===== src/hdl/utf8ss_pkg.sv =====
// Shared types and constants of the UTF-8 stream sanitizer.
`timescale 1ns / 1ps

package utf8ss_pkg;

    // Bytes of the replacement character U+FFFD
    localparam logic [7:0] REPL_BYTE0 = 8'hEF;
    localparam logic [7:0] REPL_BYTE1 = 8'hBF;
    localparam logic [7:0] REPL_BYTE2 = 8'hBD;

    // Smallest code point that each sequence length may encode
    localparam logic [20:0] CP_MIN_LEN2 = 21'h000080;
    localparam logic [20:0] CP_MIN_LEN3 = 21'h000800;
    localparam logic [20:0] CP_MIN_LEN4 = 21'h010000;
    localparam logic [20:0] CP_MAX      = 21'h10FFFF;
    localparam logic [20:0] SURR_LOW    = 21'h00D800;
    localparam logic [20:0] SURR_HIGH   = 21'h00DFFF;

    // Sequence lengths
    localparam logic [2:0] SEQ_LEN_NONE = 3'd0;
    localparam logic [2:0] SEQ_LEN_2    = 3'd2;
    localparam logic [2:0] SEQ_LEN_3    = 3'd3;
    localparam logic [2:0] SEQ_LEN_4    = 3'd4;

    // Index of a byte inside one replacement character
    localparam logic [1:0] REPL_POS0 = 2'd0;
    localparam logic [1:0] REPL_POS1 = 2'd1;
    localparam logic [1:0] REPL_POS2 = 2'd2;

    // Up to four symbols per input byte; a symbol is one literal byte or one replacement
    typedef struct packed {
        logic [3:0]      rep;
        logic [3:0][7:0] data;
        logic [2:0]      cnt;
        logic            last;
    } sym_list_t;

endpackage


===== src/hdl/utf8ss_decode.sv =====
// Sequence tracker: holds pending bytes and turns each byte into a symbol list.
`timescale 1ns / 1ps

module utf8ss_decode
(
    input  logic                  clk,
    input  logic                  rst_n,
    input  logic                  fire,
    input  logic [7:0]            in_byte,
    input  logic                  in_last,
    output utf8ss_pkg::sym_list_t syms
);
    import utf8ss_pkg::*;

    logic [7:0] held_reg [3];
    logic [1:0] held_count_reg;
    logic [1:0] held_count_next;
    logic [2:0] seq_len_reg;
    logic [2:0] seq_len_next;

    logic        hold_we;
    logic [1:0]  hold_idx;
    logic        is_cont;
    logic [2:0]  lead_len;
    logic        complete;
    logic [20:0] cp;
    logic        seq_ok;
    logic [2:0]  reps;
    logic        tail;
    logic        tail_rep;
    logic        literal;

    assign is_cont  = (in_byte[7:6] == 2'b10);
    assign complete = (({1'b0, held_count_reg} + 3'd1) >= seq_len_reg);

    always_comb
    begin
        if (in_byte[7:5] == 3'b110)
            lead_len = SEQ_LEN_2;
        else if (in_byte[7:4] == 4'b1110)
            lead_len = SEQ_LEN_3;
        else if (in_byte[7:3] == 5'b11110)
            lead_len = SEQ_LEN_4;
        else
            lead_len = SEQ_LEN_NONE;
    end

    // Code point of a sequence that this byte completes
    always_comb
    begin
        case (seq_len_reg)
            SEQ_LEN_2:
            begin
                cp     = {10'd0, held_reg[0][4:0], in_byte[5:0]};
                seq_ok = (cp >= CP_MIN_LEN2);
            end
            SEQ_LEN_3:
            begin
                cp     = {5'd0, held_reg[0][3:0], held_reg[1][5:0], in_byte[5:0]};
                seq_ok = (cp >= CP_MIN_LEN3) && !((cp >= SURR_LOW) && (cp <= SURR_HIGH));
            end
            default:
            begin
                cp     = {held_reg[0][2:0], held_reg[1][5:0], held_reg[2][5:0], in_byte[5:0]};
                seq_ok = (cp >= CP_MIN_LEN4) && (cp <= CP_MAX);
            end
        endcase
    end

    always_comb
    begin
        held_count_next = held_count_reg;
        seq_len_next    = seq_len_reg;
        hold_we         = 1'b0;
        hold_idx        = held_count_reg;
        reps            = 3'd0;
        tail            = 1'b0;
        tail_rep        = 1'b0;
        literal         = 1'b0;
        syms.rep        = '0;
        syms.data       = {4{in_byte}};
        syms.cnt        = 3'd0;
        syms.last       = in_last;

        if ((held_count_reg != 2'd0) && is_cont)
        begin
            if (complete)
            begin
                held_count_next = 2'd0;
                seq_len_next    = SEQ_LEN_NONE;
                if (seq_ok)
                    literal = 1'b1;
                else
                    reps = {1'b0, held_count_reg} + 3'd1;
            end
            else
            begin
                hold_we         = 1'b1;
                held_count_next = held_count_reg + 2'd1;
                if (in_last)
                begin
                    reps            = {1'b0, held_count_reg} + 3'd1;
                    held_count_next = 2'd0;
                    seq_len_next    = SEQ_LEN_NONE;
                end
            end
        end
        else
        begin
            // Flush a broken sequence, then treat this byte as a fresh start
            reps            = {1'b0, held_count_reg};
            held_count_next = 2'd0;
            seq_len_next    = SEQ_LEN_NONE;
            if (!in_byte[7])
            begin
                tail = 1'b1;
            end
            else if (lead_len != SEQ_LEN_NONE)
            begin
                hold_we  = 1'b1;
                hold_idx = 2'd0;
                if (in_last)
                begin
                    tail     = 1'b1;
                    tail_rep = 1'b1;
                end
                else
                begin
                    held_count_next = 2'd1;
                    seq_len_next    = lead_len;
                end
            end
            else
            begin
                tail     = 1'b1;
                tail_rep = 1'b1;
            end
        end

        if (literal)
        begin
            for (int i = 0; i < 3; i++)
            begin
                if (3'(i) < {1'b0, held_count_reg})
                    syms.data[i] = held_reg[i];
            end
            syms.cnt = {1'b0, held_count_reg} + 3'd1;
        end
        else
        begin
            for (int i = 0; i < 4; i++)
                syms.rep[i] = (3'(i) < reps) || ((3'(i) == reps) && tail_rep);
            syms.cnt = reps + {2'd0, tail};
        end
    end

    always_ff @(posedge clk or negedge rst_n)
    begin
        if (!rst_n)
        begin
            held_count_reg <= 2'd0;
            seq_len_reg    <= SEQ_LEN_NONE;
        end
        else if (fire)
        begin
            held_count_reg <= held_count_next;
            seq_len_reg    <= seq_len_next;
        end
    end

    always_ff @(posedge clk)
    begin
        if (fire && hold_we)
            held_reg[hold_idx] <= in_byte;
    end

endmodule


===== src/hdl/utf8ss_emit.sv =====
// Output sequencer: plays one symbol list out as a byte stream.
`timescale 1ns / 1ps

module utf8ss_emit
(
    input  logic                  clk,
    input  logic                  rst_n,
    input  logic                  load,
    input  utf8ss_pkg::sym_list_t syms,
    output logic                  free,
    output logic                  out_valid,
    input  logic                  out_stall,
    output logic [7:0]            out_byte,
    output logic                  from_replacement,
    output logic                  run_end,
    output logic                  stream_end
);
    import utf8ss_pkg::*;

    sym_list_t  list_reg;
    logic       busy_reg;
    logic       busy_next;
    logic [1:0] idx_reg;
    logic [1:0] idx_next;
    logic [1:0] sub_reg;
    logic [1:0] sub_next;

    logic cur_rep;
    logic final_byte;
    logic xfer;

    assign cur_rep    = list_reg.rep[idx_reg];
    assign final_byte = ({1'b0, idx_reg} == (list_reg.cnt - 3'd1))
                        && (!cur_rep || (sub_reg == REPL_POS2));
    assign xfer       = busy_reg && !out_stall;
    assign free       = !busy_reg || (xfer && final_byte);

    always_comb
    begin
        if (cur_rep)
        begin
            case (sub_reg)
                REPL_POS0: out_byte = REPL_BYTE0;
                REPL_POS1: out_byte = REPL_BYTE1;
                default:   out_byte = REPL_BYTE2;
            endcase
        end
        else
        begin
            out_byte = list_reg.data[idx_reg];
        end
    end

    assign out_valid        = busy_reg;
    assign from_replacement = cur_rep;
    assign run_end          = final_byte;
    assign stream_end       = final_byte && list_reg.last;

    always_comb
    begin
        busy_next = busy_reg;
        idx_next  = idx_reg;
        sub_next  = sub_reg;
        if (load)
        begin
            busy_next = 1'b1;
            idx_next  = 2'd0;
            sub_next  = REPL_POS0;
        end
        else if (xfer)
        begin
            if (final_byte)
            begin
                busy_next = 1'b0;
            end
            else if (cur_rep && (sub_reg != REPL_POS2))
            begin
                sub_next = sub_reg + 2'd1;
            end
            else
            begin
                idx_next = idx_reg + 2'd1;
                sub_next = REPL_POS0;
            end
        end
    end

    always_ff @(posedge clk or negedge rst_n)
    begin
        if (!rst_n)
        begin
            busy_reg <= 1'b0;
            idx_reg  <= 2'd0;
            sub_reg  <= REPL_POS0;
        end
        else
        begin
            busy_reg <= busy_next;
            idx_reg  <= idx_next;
            sub_reg  <= sub_next;
        end
    end

    always_ff @(posedge clk)
    begin
        if (load)
            list_reg <= syms;
    end

endmodule


===== src/hdl/utf8_stream_sanitizer.sv =====
// Top level of the UTF-8 stream sanitizer.
// Takes one byte per transfer and gives the sanitized byte stream: well-formed
// UTF-8 passes unchanged, every bad byte becomes EF BF BD, and held bytes of a
// sequence are released once it completes, breaks or the stream ends. An
// accepted byte waits in the input register until the output sequencer is
// free, then is decoded against the held sequence into up to four symbols,
// which the output sequencer sends one byte per cycle while the receiver
// does not stall; bytes that give zero or one output sustain one transfer
// per cycle while the receiver does not stall. Input stall rises while a
// decoded byte waits for the output sequencer, which is still busy with a run
// that the receiver has not yet taken up to its final byte.
`timescale 1ns / 1ps

module utf8_stream_sanitizer
(
    input  logic       clk,
    input  logic       rst_n,
    input  logic       in_valid,
    output logic       in_stall,
    input  logic [7:0] in_byte,
    input  logic       in_last,
    output logic       out_valid,
    input  logic       out_stall,
    output logic [7:0] out_byte,
    output logic       from_replacement,
    output logic       run_end,
    output logic       stream_end
);
    import utf8ss_pkg::*;

    logic       pend_reg;
    logic       pend_next;
    logic [7:0] byte_reg;
    logic       last_reg;

    logic      emit_free;
    logic      fire;
    logic      accept;
    sym_list_t syms;

    assign fire     = pend_reg && emit_free;
    assign in_stall = pend_reg && !emit_free;
    assign accept   = in_valid && !in_stall;

    always_comb
    begin
        pend_next = pend_reg;
        if (accept)
            pend_next = 1'b1;
        else if (fire)
            pend_next = 1'b0;
    end

    always_ff @(posedge clk or negedge rst_n)
    begin
        if (!rst_n)
            pend_reg <= 1'b0;
        else
            pend_reg <= pend_next;
    end

    always_ff @(posedge clk)
    begin
        if (accept)
        begin
            byte_reg <= in_byte;
            last_reg <= in_last;
        end
    end

    utf8ss_decode u_decode
    (
        .clk     (clk),
        .rst_n   (rst_n),
        .fire    (fire),
        .in_byte (byte_reg),
        .in_last (last_reg),
        .syms    (syms)
    );

    // Skip the load for a byte that is only held
    utf8ss_emit u_emit
    (
        .clk              (clk),
        .rst_n            (rst_n),
        .load             (fire && (syms.cnt != 3'd0)),
        .syms             (syms),
        .free             (emit_free),
        .out_valid        (out_valid),
        .out_stall        (out_stall),
        .out_byte         (out_byte),
        .from_replacement (from_replacement),
        .run_end          (run_end),
        .stream_end       (stream_end)
    );

endmodule


===== config.mk =====
export PLATFORM = sky130hd
export DESIGN_NAME = utf8_stream_sanitizer
export DESIGN_NICKNAME = d
export VERILOG_FILES = /design/src/hdl/utf8ss_pkg.sv /design/src/hdl/utf8ss_decode.sv /design/src/hdl/utf8ss_emit.sv /design/src/hdl/utf8_stream_sanitizer.sv
export SDC_FILE = /design/constraint.sdc
export NUM_CORES = 1
export LEC_CHECK = 0
export ABC_AREA = 1
export BUFFER_PORTS_ARGS = -buffer_cell sky130_fd_sc_hd__buf_2
export CORE_MARGIN = 2
export CORE_UTILIZATION = 30
export DETAILED_ROUTE_END_ITERATION = 16
export GPL_TIMING_DRIVEN = 0
export SLEW_MARGIN = 40
export SYNTH_ARGS = -nofsm -noshare
export SYNTH_HDL_FRONTEND = slang
export SYNTH_SLANG_ARGS = --single-unit

===== constraint.sdc =====
create_clock -name clk -period 8 [get_ports clk]
set_input_delay 0.8 -clock clk [delete_from_list [all_inputs] [get_ports clk]]
set_output_delay 0.8 -clock clk [all_outputs]
set_load 0.02 [all_outputs]

==> flow_metrics.env, run 1 <==
export IMPL_postSynthAreaPerCell_um2=10.73
export IMPL_clock_skew_ns=0.005872
export IMPL_hold_worst_slack_ns=0.3457
export IMPL_finalHoldViolations=0
export IMPL_syn_instance_count=372
export IMPL_vias=2639
export IMPL_cts_root_buf="clkbuf_16"
export IMPL_cp_arrival_ns=3.86
export IMPL_cp_top_family="adder cells"
export IMPL_die_y_um=119.3
export IMPL_cts_sinks=84
export IMPL_synth_compound_area_share_pct=8.715
export IMPL_clkLatencyLatePin_ns=0.34
export IMPL_muxShareOfSynthArea_pct=0.2821
export IMPL_dieArea_um2=14240
export IMPL_crit_type="register to register"
export IMPL_drv_cap=0
export IMPL_hp_class="primary input to async pin"
export IMPL_max_freq_ghz=0.2521
export IMPL_leakage_nw=1.875
export IMPL_grt_pass1_wl_mm=12.77
export IMPL_area_growth_pct=16.80
export IMPL_worst_ep_required_time_ns=7.89
export IMPL_ctsHoldBuffers=0
export IMPL_antenna_found_initial=0
export IMPL_async_reset_ff_share_pct=13.10
export IMPL_cp_num_buf_inv=3
export IMPL_place_congestion=0.7668
export IMPL_r2r_setup_slack_ns=4.03
export IMPL_synth_edff_count=73
export IMPL_grt_max_degree=41
export IMPL_cpPeakStageDelay_ns=0.51
export IMPL_regArea_um2=2467
export IMPL_reg2reg_to="u_emit.list_reg[7]"
export IMPL_final_max_slew_viol_count=0
export IMPL_die_width_um=119.3
export IMPL_ys_seq_elements=84
export IMPL_vdd_ir_drop_max_v=0.0001116
export IMPL_syn_area_um2=3991
export IMPL_grt_pass1_vias=2641
export IMPL_rsz0062_at_grt="no"
export IMPL_crit_path_end_kind="register"
export IMPL_worst_slack_ns=4.033
export IMPL_ys_seq_area_share_pct=61.82
export IMPL_synthDistinctLibCells=37
export IMPL_cts_setup_buffers=0
export IMPL_synth_xor_area_share_pct=0.8777
export IMPL_worstMarginPinSlew_ns=0.6835
export IMPL_htreeDepth=3
export IMPL_gr_total_overflow=0
export IMPL_first_pass_iters=4
export IMPL_vias_per_cell=4.480
export IMPL_routedWlPerCell_um=13.03
export IMPL_ys_warnings_count=0
export IMPL_period_needed_ns=3.967
export IMPL_initial_utilization_pct=30.38
export IMPL_place_ws_ns=4.127
export IMPL_coreArea_um2=13140
export IMPL_grtUsageTotal_pct=11.54
export IMPL_routed_wl_mm=7.672
export IMPL_std_cell_rows=42
export IMPL_antenna_left=0
export IMPL_cts_buffer_depth=2
export IMPL_slew_headroom_pct=54.18
export IMPL_drive_above_1_share_pct=17.92
export IMPL_crit_path_frequent_cell="ha_1"
export IMPL_yosys_area_share_simple_pct=18.12
export IMPL_status="completed"
export IMPL_cts_tree="yes"
export IMPL_synth_fa_ha_area_share_pct=4.075
export IMPL_hpwlAfterDp_mm=5.795
export IMPL_path_clk_slew_ns=0.06
export IMPL_drt_first_iter_violations=93
export IMPL_largest_register_ffs=40
export IMPL_num_fill_cells=1334
export IMPL_power_density_nw_per_um2=347.0
export IMPL_finish_utilization_pct=35.49
export IMPL_setup_viol=0
export IMPL_ctsResizeCount=0
export IMPL_tns_ns=0
export IMPL_port_buffers=25
export IMPL_boundaryPins=26
export IMPL_fin_crit_sh_pct=49.59
export IMPL_multiInputGateArea_um2=1289
export IMPL_crit_chain="inv_1 -> ha_1 -> ha_1 -> nand3b_1 -> nand3_1 -> nand2_1 -> a31oi_1 -> inv_1 -> ha_1 -> ha_1 -> nand2_1 -> nand2_2 -> nor2_1 -> nand2_1 -> nand2_4 -> clkinv_2"
export IMPL_n_antenna_cell=0
export IMPL_finalNetCount=434
export IMPL_synth_top_family_by_area="simple AND/OR/NAND/NOR gates"
export IMPL_reg2regPathDepth=16
export IMPL_reg2reg_from="u_decode.held_count_reg[1]"
export IMPL_cts_buffers=9
export IMPL_post_route_drc_count=0
export IMPL_critPathMaxFanout=40
export IMPL_ys_dominant_reg_cell="edfxtp_1"
export IMPL_synth_net_count=398
export IMPL_startpoint_type="register"
export IMPL_crit_path_top_delay_cell="clkinv_2"
==> final cells by class <==
type | instances | area share (%)
Clock buffer | 10 | 4.911
Multi-Input combinational cell | 230 | 27.64
Inverter | 50 | 4.079
Clock inverter | 6 | 1.852
Timing Repair Buffer | 25 | 2.684
Buffer | 8 | 1.181
Sequential cell | 84 | 52.93
Tap cell | 176 | 4.724
==> power by group <==
group | switching (W) | total [W] | internal (W) | leakage (nW)
combinational | 0.000365 | 0.000528 | 0.000163 | 0.909
clock | 0.000163 | 0.000436 | 0.000273 | 0.154
sequential | 0.0000495 | 0.000653 | 0.000604 | 0.812
total | 0.000578 | 0.00162 | 0.00104 | 1.88
==> cell usage after synthesis, types with 2 or more instances <==
master | n | area, um2
nor3_2 | 2 | 20.02
nand3_1 | 18 | 90.09
inv_1 | 43 | 161.4
nor2_2 | 2 | 12.51
o221ai_1 | 5 | 43.79
buf_6 | 2 | 22.52
a21oi_1 | 17 | 85.08
o21ai_0 | 28 | 140.1
nand2_1 | 54 | 202.7
nor2_1 | 51 | 191.4
nand4_1 | 8 | 50.05
dfrtp_1 | 11 | 275.3
o22ai_1 | 3 | 18.77
nand3b_1 | 2 | 15.01
inv_2 | 5 | 18.77
o211ai_1 | 2 | 15.01
edfxtp_1 | 73 | 2192
nand3_2 | 3 | 30.03
ha_1 | 13 | 162.7
nor3_1 | 3 | 15.01
buf_2 | 5 | 25.02
nand2_2 | 2 | 12.51
xor2_1 | 2 | 17.52
nand2_4 | 4 | 45.04
xnor2_1 | 2 | 17.52
==> worst max-delay path by stage <==
stage                                from                   to  slack, ns  cells after the start
2_1_floorplan  u_decode.held_count_reg[1]   u_emit.list_reg[0]       4.31                     16
3_3_place_gp   u_decode.held_count_reg[1]  u_emit.list_reg[14]       3.78                     17
3_5_place_dp   u_decode.held_count_reg[1]  u_emit.list_reg[20]       4.13                     16
4_1_cts        u_decode.held_count_reg[1]  u_emit.list_reg[19]       4.11                     16
5_1_grt        u_decode.held_count_reg[1]  u_emit.list_reg[19]       3.59                     16
6_report       u_decode.held_count_reg[1]   u_emit.list_reg[7]       4.03                     16
==> logic make-up (layout without fill, tap and decap cells) <==
group,count (synthesis),in the layout
AO/OA/AOI/OAI,59,59
buffers and inverters,58,99
adder cells (fa/ha/maj),13,13
multiplexers,1,1
XOR/XNOR,4,4
flip-flops,84,84
AND/OR/NAND/NOR,153,153
==> layer usage <==
layer	wire (um)	up-vias	track usage [%]
li1	-	1355	-
met1	3552	1224	14.78
met2	3678	53	18.46
met3	330	7	2.443
met4	110	0	5.882
met5	0	-	0
==> per-stage QoR <==
stage	total power [W]	area, um2	instances
final	0.001618	4662	589
after floorplan	0.001034	3991	372
after global routing	0.001719	4662	589
after detailed placement	0.001194	4345	573
after CTS	0.001636	4661	589
after global placement	0.001182	4337	573
==> placed cells by master (no fill, tap or decap), drive strengths merged, types with 10 or more instances in the layout <==
master  synthesis  layout
nand2          60      60
o21ai          28      28
ha             13      13
dfrtp          11      11
edfxtp         73      73
a21oi          18      18
nor2           54      54
clkbuf          0      10
buf             8      33
inv            48      48
nand3          21      21
(Power assumes the default switching activity.)
==> run 2: changes to the inputs <==
--- a/config.mk
+++ b/config.mk
@@ -5,7 +5,7 @@
 export SDC_FILE = /design/constraint.sdc
 export NUM_CORES = 1
 export LEC_CHECK = 0
-export ABC_AREA = 1
+export ABC_AREA = 0
 export BUFFER_PORTS_ARGS = -buffer_cell sky130_fd_sc_hd__buf_2
 export CORE_MARGIN = 2
 export CORE_UTILIZATION = 30
==> constraint.sdc (replaced) <==
create_clock -name clk -period 3.5 [get_ports clk]
set_input_delay 0.35 -clock clk [delete_from_list [all_inputs] [get_ports clk]]
set_output_delay 0.35 -clock clk [all_outputs]
set_load 0.02 [all_outputs]
==> run 2 against run 1 <==
  * Synthesized area shrank 1.4%
  * Clock power up 120%
  * Worst setup slack got worse by 3.9 ns
  * Hold slack got worse by 0.17 ns
  * Critical path type unchanged
  * Largest cell class unchanged
  * Largest power group is now combinational logic
==> flow_metrics.env, run 2 <==
export IMPL_port_buffers=25
export IMPL_grt_pass1_vias=2572
export IMPL_gr_total_overflow=0
export IMPL_synth_edff_count=73
export IMPL_critPathMaxFanout=12
export IMPL_max_freq_ghz=0.2988
export IMPL_cts_tree="yes"
export IMPL_instances_no_fill=517
export IMPL_die_y_um=118.5
export IMPL_status="completed"
export IMPL_crit_type="register to register"
export IMPL_clock_power_share_pct=24.1
export IMPL_cpPeakStageDelay_ns=0.47
export IMPL_cp_arrival_ns=3.39
export IMPL_post_route_drc_count=0
export IMPL_period_needed_ns=3.347
export IMPL_clock_skew_ns=0.008984
export IMPL_syn_instance_count=286
export IMPL_ys_seq_area_share_pct=62.72
export IMPL_vias_per_cell=4.940
export IMPL_synth_area_leaders="edfxtp_1 (56%), dfrtp_1 (7.0%), mux4_2 (5.2%)"
export IMPL_ys_warnings_count=0
export IMPL_power_density_nw_per_um2=814.6
export IMPL_dieArea_um2=14040
export IMPL_area_growth_pct=25.06
export IMPL_finish_utilization_pct=38.67
export IMPL_crit_path_top_delay_cell="dfrtp_2"
export IMPL_largest_register_ffs=40
export IMPL_final_max_slew_viol_count=0
export IMPL_boundaryPins=26
export IMPL_crit_chain="inv_4 -> ha_4 -> ha_4 -> nand2_2 -> o21ai_4 -> buf_4 -> o221ai_4 -> o21ai_2 -> ha_2 -> ha_4 -> inv_1 -> o311ai_4 -> a21oi_2 -> o22ai_4 -> buf_8 -> buf_8"
export IMPL_initial_utilization_pct=30.92
export IMPL_fin_crit_sh_pct=95.62
export IMPL_antenna_found_initial=0
export IMPL_die_width_um=118.5
export IMPL_vdd_ir_drop_max_v=0.0002939
export IMPL_drive_above_1_share_pct=34.78
export IMPL_grtUsageTotal_pct=12.33
export IMPL_antenna_left=0
export IMPL_postSynthAreaPerCell_um2=13.75
export IMPL_htreeDepth=3
export IMPL_multiInputGateArea_um2=1536
export IMPL_reg2reg_from="u_decode.held_count_reg[1]"
export IMPL_layout_commonest_cell="edfxtp_1"
export IMPL_drt_first_iter_violations=169
export IMPL_worstMarginPinSlew_ns=0.7241
export IMPL_tns_ns=0
export IMPL_first_pass_iters=4
export IMPL_combinationalPowerShare_pct=40.7
export IMPL_slew_headroom_pct=51.68
export IMPL_clkLatencyLatePin_ns=0.34
export IMPL_worstHoldStart="in_byte[1]"
export IMPL_reg2reg_to="u_emit.list_reg[30]"
export IMPL_ys_seq_elements=84
export IMPL_post_place_cells=488
export IMPL_cts_buffer_depth=2
export IMPL_finalNetCount=366
export IMPL_async_reset_ff_share_pct=13.10
export IMPL_layout_common_cells="edfxtp_1 (73), nand2_1 (34), buf_2 (31), inv_1 (14), mux2_2 (14)"
export IMPL_cts_root_buf="clkbuf_16"
export IMPL_rsz0062_at_grt="no"
export IMPL_swShare_pct=35.64
export IMPL_synth_commonest_cells="edfxtp_1 (73), nand2_1 (35), inv_1 (16)"
export IMPL_vias=2554
export IMPL_hpwlAfterDp_mm=5.673
export IMPL_reg2regPathDepth=16
export IMPL_synthDistinctLibCells=53
export IMPL_total_power_w=0.004008
export IMPL_netlist_area_leader_share_pct=55.73
export IMPL_synth_area_leader_cell="edfxtp_1"
export IMPL_r2r_setup_slack_ns=0.15
export IMPL_worst_ep_required_time_ns=3.55
export IMPL_seqPwrFrac_pct=35.2
export IMPL_grt_max_degree=18
export IMPL_routed_wl_mm=8.184
export IMPL_crit_path_end_kind="register"
export IMPL_hp_class="primary input to register"
export IMPL_power_net_switching_w=0.001428
export IMPL_cts_sinks=84
export IMPL_num_fill_cells=1243
export IMPL_grt_pass1_wl_mm=13.53
export IMPL_coreArea_um2=12720
export IMPL_drv_cap=0
export IMPL_syn_area_um2=3934
export IMPL_n_antenna_cell=0
export IMPL_finalHoldViolations=0
export IMPL_path_clk_slew_ns=0.07
export IMPL_startpoint_type="register"
export IMPL_routedWlPerCell_um=15.83
export IMPL_holdPathEnd="byte_reg[1]"
export IMPL_leakage_nw=1.788
export IMPL_intPower_w=0.002579
export IMPL_regArea_um2=2470
export IMPL_setup_viol=0
export IMPL_hold_depth=1
export IMPL_synth_net_count=312
export IMPL_place_congestion=0.8150
export IMPL_ys_dominant_reg_cell="edfxtp_1"
export IMPL_crit_path_frequent_cell="ha_4"
export IMPL_synthMostInstantiatedCell="edfxtp_1"
export IMPL_cts_buffers=9
export IMPL_std_cell_rows=41
==> run 2: cell count changes in the layout (fill, tap and decap cells not counted), sizes merged, moves of 14 or more <==
cell,delta
nand2,-25
buf,+14
nand3,-17
nor2,-39
o21ai,-17
inv,-29
==> run 2: cell families after synthesis <==
group                    Yosys count  synth area share [%]
AO/OA/AOI/OAI                     47                 8.461
XOR/XNOR                           6                 1.336
AND/OR/NAND/NOR                   88                 11.26
adder cells (fa/ha/maj)           13                 4.135
buffers and inverters             23                 2.418
multiplexers                      25                 9.669
flip-flops                        84                 62.72
==> run 2: worst max-delay path, delay by kind of cell (launching register included) <==
family,cells,cell delay (ns)
compound gates,6,1.04
flops,1,0.47
fa+ha+maj,4,0.83
simple gates,1,0.05
buf+inv,5,0.63
==> run 2: how the worst max path moves through the flow <==
stage               slack, ns  cells past startpoint                       start                  end
detailed placement      -0.35                     16  u_decode.held_count_reg[0]  u_emit.list_reg[14]
floorplan               -0.23                     14  u_decode.held_count_reg[0]   u_emit.list_reg[0]
finish                   0.15                     16  u_decode.held_count_reg[1]  u_emit.list_reg[30]
CTS                     0.003                     16  u_decode.held_count_reg[1]  u_emit.list_reg[10]
global placement        -0.77                     14  u_decode.held_count_reg[0]  u_emit.list_reg[12]
global route             0.02                     15  u_decode.held_count_reg[1]  u_emit.list_reg[30]
==> run 2: layer usage <==
| layer | share of wire (%) | GRT usage (%) | vias to the layer above |
|---|---|---|---|
| met5 | 0 | 0 | - |
| met1 | 45 | 16.52 | 1292 |
| met3 | 4.7 | 3.041 | 7 |
| met2 | 49 | 20.09 | 67 |
| li1 | - | - | 1188 |
| met4 | 1.1 | 3.125 | 0 |
==> run 2: layout make-up <==
| class | count | share of cell area, % |
|---|---|---|
| Inverter | 16 | 1.322 |
| Sequential cell | 84 | 50.20 |
| Clock inverter | 7 | 1.628 |
| Multi-Input combinational cell | 179 | 31.23 |
| Tap cell | 172 | 4.374 |
| Timing Repair Buffer | 43 | 5.951 |
| Clock buffer | 9 | 4.578 |
| Buffer | 7 | 0.7121 |
==> run 2: stage by stage <==
stage               hold WS [ns]  worst slack, ns  area [um2]
floorplan                0.05441          -0.2291        4044
global placement          0.2555          -0.7740        4384
detailed placement        0.2610          -0.3507        4463
CTS                       0.1789         0.003321        4827
global route              0.1715          0.01870        4920
finish                    0.1789           0.1532        4920
==> run 2: power by group through the flow <==
stage,logic [W],registers [W],clock network [W]
after floorplan,0.00107,0.00140,0
after global placement,0.00135,0.00144,0
after detailed placement,0.00143,0.00144,0
after CTS,0.00150,0.00141,0.000976
after global routing,0.00178,0.00143,0.00102
final,0.00163,0.00141,0.000965
==> run 2: repair_timing <==
item | CTS | global route
endpoints found under the hold margin | 11 | 0
setup endpoints to repair | 44 | 44
resized for setup | 2 | 6
pin swaps | 3 | 3
setup buffers | 5 | 7
hold buffers | 1 | 0
==> run 3: changes to the inputs <==
--- a/config.mk
+++ b/config.mk
@@ -6,7 +6,7 @@
 export NUM_CORES = 1
 export LEC_CHECK = 0
 export ABC_AREA = 0
-export BUFFER_PORTS_ARGS = -buffer_cell sky130_fd_sc_hd__buf_2
+export BUFFER_PORTS_ARGS = -buffer_cell sky130_fd_sc_hd__clkbuf_2
 export CORE_MARGIN = 2
 export CORE_UTILIZATION = 30
 export DETAILED_ROUTE_END_ITERATION = 16
==> run 3 against run 2 <==
  * Global-route usage decreased by 0.59 points
  * Hold slack gained 0.017 ns
  * Sequential cell count unchanged
  * Die area stayed put
  * Utilization shrank 0.17 points
  * First-iteration DRC count is 11% lower
  * Final cell count is 0.39% lower
  * Clock power shrank 6.0%
  * Fmax decreased by 0.29%
==> flow_metrics.env, run 3 (synthesized netlist as in run 2, its figures left out) <==
export IMPL_area_growth_pct=24.52
export IMPL_cts_tree="yes"
export IMPL_die_y_um=118.5
export IMPL_hp_class="primary input to register"
export IMPL_std_cell_rows=41
export IMPL_antenna_found_initial=0
export IMPL_setup_viol=0
export IMPL_vdd_ir_drop_max_v=0.0002791
export IMPL_cts_root_buf="clkbuf_16"
export IMPL_initial_utilization_pct=30.92
export IMPL_hpwlAfterDp_mm=5.614
export IMPL_grtUsageTotal_pct=11.75
export IMPL_finalNetCount=365
export IMPL_finish_utilization_pct=38.50
export IMPL_max_freq_ghz=0.2979
export IMPL_grt_max_degree=18
export IMPL_port_buffers=25
export IMPL_grt_pass1_vias=2521
export IMPL_cp_arrival_ns=3.40
export IMPL_post_route_drc_count=0
export IMPL_power_density_nw_per_um2=803.9
export IMPL_crit_path_top_delay_cell="dfrtp_2"
export IMPL_drv_cap=0
export IMPL_largest_register_ffs=40
export IMPL_grt_pass1_wl_mm=12.89
export IMPL_dpl_cell_area_um2=4463
export IMPL_crit_path_end_kind="register"
export IMPL_highest_signal_layer="met4"
export IMPL_drt_first_iter_violations=150
export IMPL_period_needed_ns=3.357
export IMPL_cts_sinks=84
export IMPL_first_pass_iters=5
export IMPL_startpoint_type="register"
export IMPL_dieArea_um2=14040
export IMPL_leakage_nw=1.784
export IMPL_worst_ep_required_time_ns=3.54
export IMPL_cp_top_family="compound AO/OA/AOI/OAI gates"
export IMPL_crit_chain="inv_4 -> ha_4 -> ha_4 -> nand2_2 -> o21ai_4 -> o41ai_4 -> o221ai_4 -> o21ai_2 -> ha_2 -> ha_4 -> inv_1 -> o2111a_1 -> o21ai_2 -> o22ai_4 -> buf_8 -> buf_4"
export IMPL_cpPeakStageDelay_ns=0.48
export IMPL_htreeDepth=3
export IMPL_die_width_um=118.5
export IMPL_coreArea_um2=12720
export IMPL_drt_met1_wl_mm=3.603
export IMPL_cts_buffers=9
export IMPL_status="completed"
export IMPL_critPathMaxFanout=8
export IMPL_fin_crit_sh_pct=95.90
export IMPL_hold_worst_slack_ns=0.1963
export IMPL_place_ws_ns=-0.3014
export IMPL_layout_common_cells="edfxtp_1 (73), nand2_1 (34), clkbuf_2 (25), inv_1 (14), mux2_2 (14)"
export IMPL_wl_met3_um=324
export IMPL_worst_slack_ns=0.1434
export IMPL_routedWlPerCell_um=15.28
export IMPL_total_power_w=0.003938
export IMPL_antenna_left=0
export IMPL_slew_headroom_pct=52.71
export IMPL_finalHoldViolations=0
export IMPL_clock_skew_ns=0.005594
export IMPL_clkLatencyLatePin_ns=0.33
export IMPL_wl_met2_mm=3.838
export IMPL_gr_total_overflow=0
export IMPL_worstMarginPinSlew_ns=0.7087
export IMPL_cts_buffer_depth=2
export IMPL_vias_per_cell=4.812
export IMPL_place_congestion=0.8177
export IMPL_crit_path_frequent_cell="ha_4"
export IMPL_n_antenna_cell=0
export IMPL_drive_above_1_share_pct=34.11
export IMPL_boundaryPins=26
export IMPL_cp_num_buf_inv=4
export IMPL_final_max_slew_viol_count=0
export IMPL_routed_wl_mm=7.870
export IMPL_stdcell_area_um2=4898
export IMPL_path_clk_slew_ns=0.06
export IMPL_layout_commonest_cell="edfxtp_1"
export IMPL_vias=2478
export IMPL_num_fill_cells=1254
export IMPL_crit_type="register to register"
==> run 3: changes by cell type in the layout (fill, tap and decap cells not counted), sizes merged <==
cell	delta
buf	-26
clkinvlp	-1
clkinv	+1
clkbuf	+25
inv	-1
==> run 3: report_power, final <==
part | internal (W) | leakage [nW] | switching, W
Combinational | 0.000720 | 0.849 | 0.000900
Sequential | 0.00129 | 0.793 | 0.000118
Clock | 0.000549 | 0.141 | 0.000357
Total | 0.00256 | 1.78 | 0.00138
==> run 3: worst reg2reg max path, stage by stage (launching register included) <==
cell	delay [ns]
dfrtp_2	0.48
inv_4	0.10
ha_4	0.23
ha_4	0.26
nand2_2	0.05
o21ai_4	0.24
o41ai_4	0.15
o221ai_4	0.23
o21ai_2	0.08
ha_2	0.19
ha_4	0.17
inv_1	0.11
o2111a_1	0.21
o21ai_2	0.09
o22ai_4	0.19
buf_8	0.14
buf_4	0.16
==> run 3: per-stage QoR <==
step / cells / setup TNS, ns
CTS: 509 / 0
floorplan: 286 / -9.561
finish: 515 / 0
global placement: 483 / -35.16
global route: 515 / -0.2612
detailed placement: 488 / -9.366
==> run 3: path summary, 6_finish.rpt <==
check / from / end / slack, ns / cells after the start
setup / recovery: u_decode.held_count_reg[1] / u_emit.list_reg[0] / 0.14 / 16
hold / removal: in_byte[7] / byte_reg[7] / 0.20 / 1
setup reg to reg: u_decode.held_count_reg[1] / u_emit.list_reg[0] / 0.14 / 16
hold reg to reg: u_decode.seq_len_reg[1] / u_decode.seq_len_reg[1] / 0.51 / 1
max in group asynchronous: rst_n / u_decode.held_count_reg[0] / 2.77 / 2
min in group asynchronous: rst_n / u_emit.idx_reg[0] / 0.47 / 2
==> run 3: area by class of cell <==
cell class                 count  area [um2]  area share, %
buffer                         7       35.03         0.7152
clock buffer                   9       225.2          4.598
clock inverter                 6       63.81          1.303
inverter                      16       65.06          1.328
multi-input combinational    179        1539          31.42
sequential                    84        2470          50.42
tap                          172       215.2          4.393
timing repair buffer          42       285.3          5.824
==> run 3: routing by layer <==
metal,global-route usage [%],vias to the layer above
met2,19.08,54
met5,0,-
met3,2.413,8
met1,15.56,1227
li1,-,1189
met4,4.241,0
==> run 3: repair_timing <==
| action | CTS | global route |
|---|---|---|
| hold buffers | 1 | 0 |
| gates resized for setup | 1 | 8 |
| hold endpoints to repair | 11 | 0 |
| pin swaps | 3 | 4 |
| cloned | 0 | 0 |
| buffers inserted | 5 | 6 |
| setup endpoints to repair | 37 | 40 |
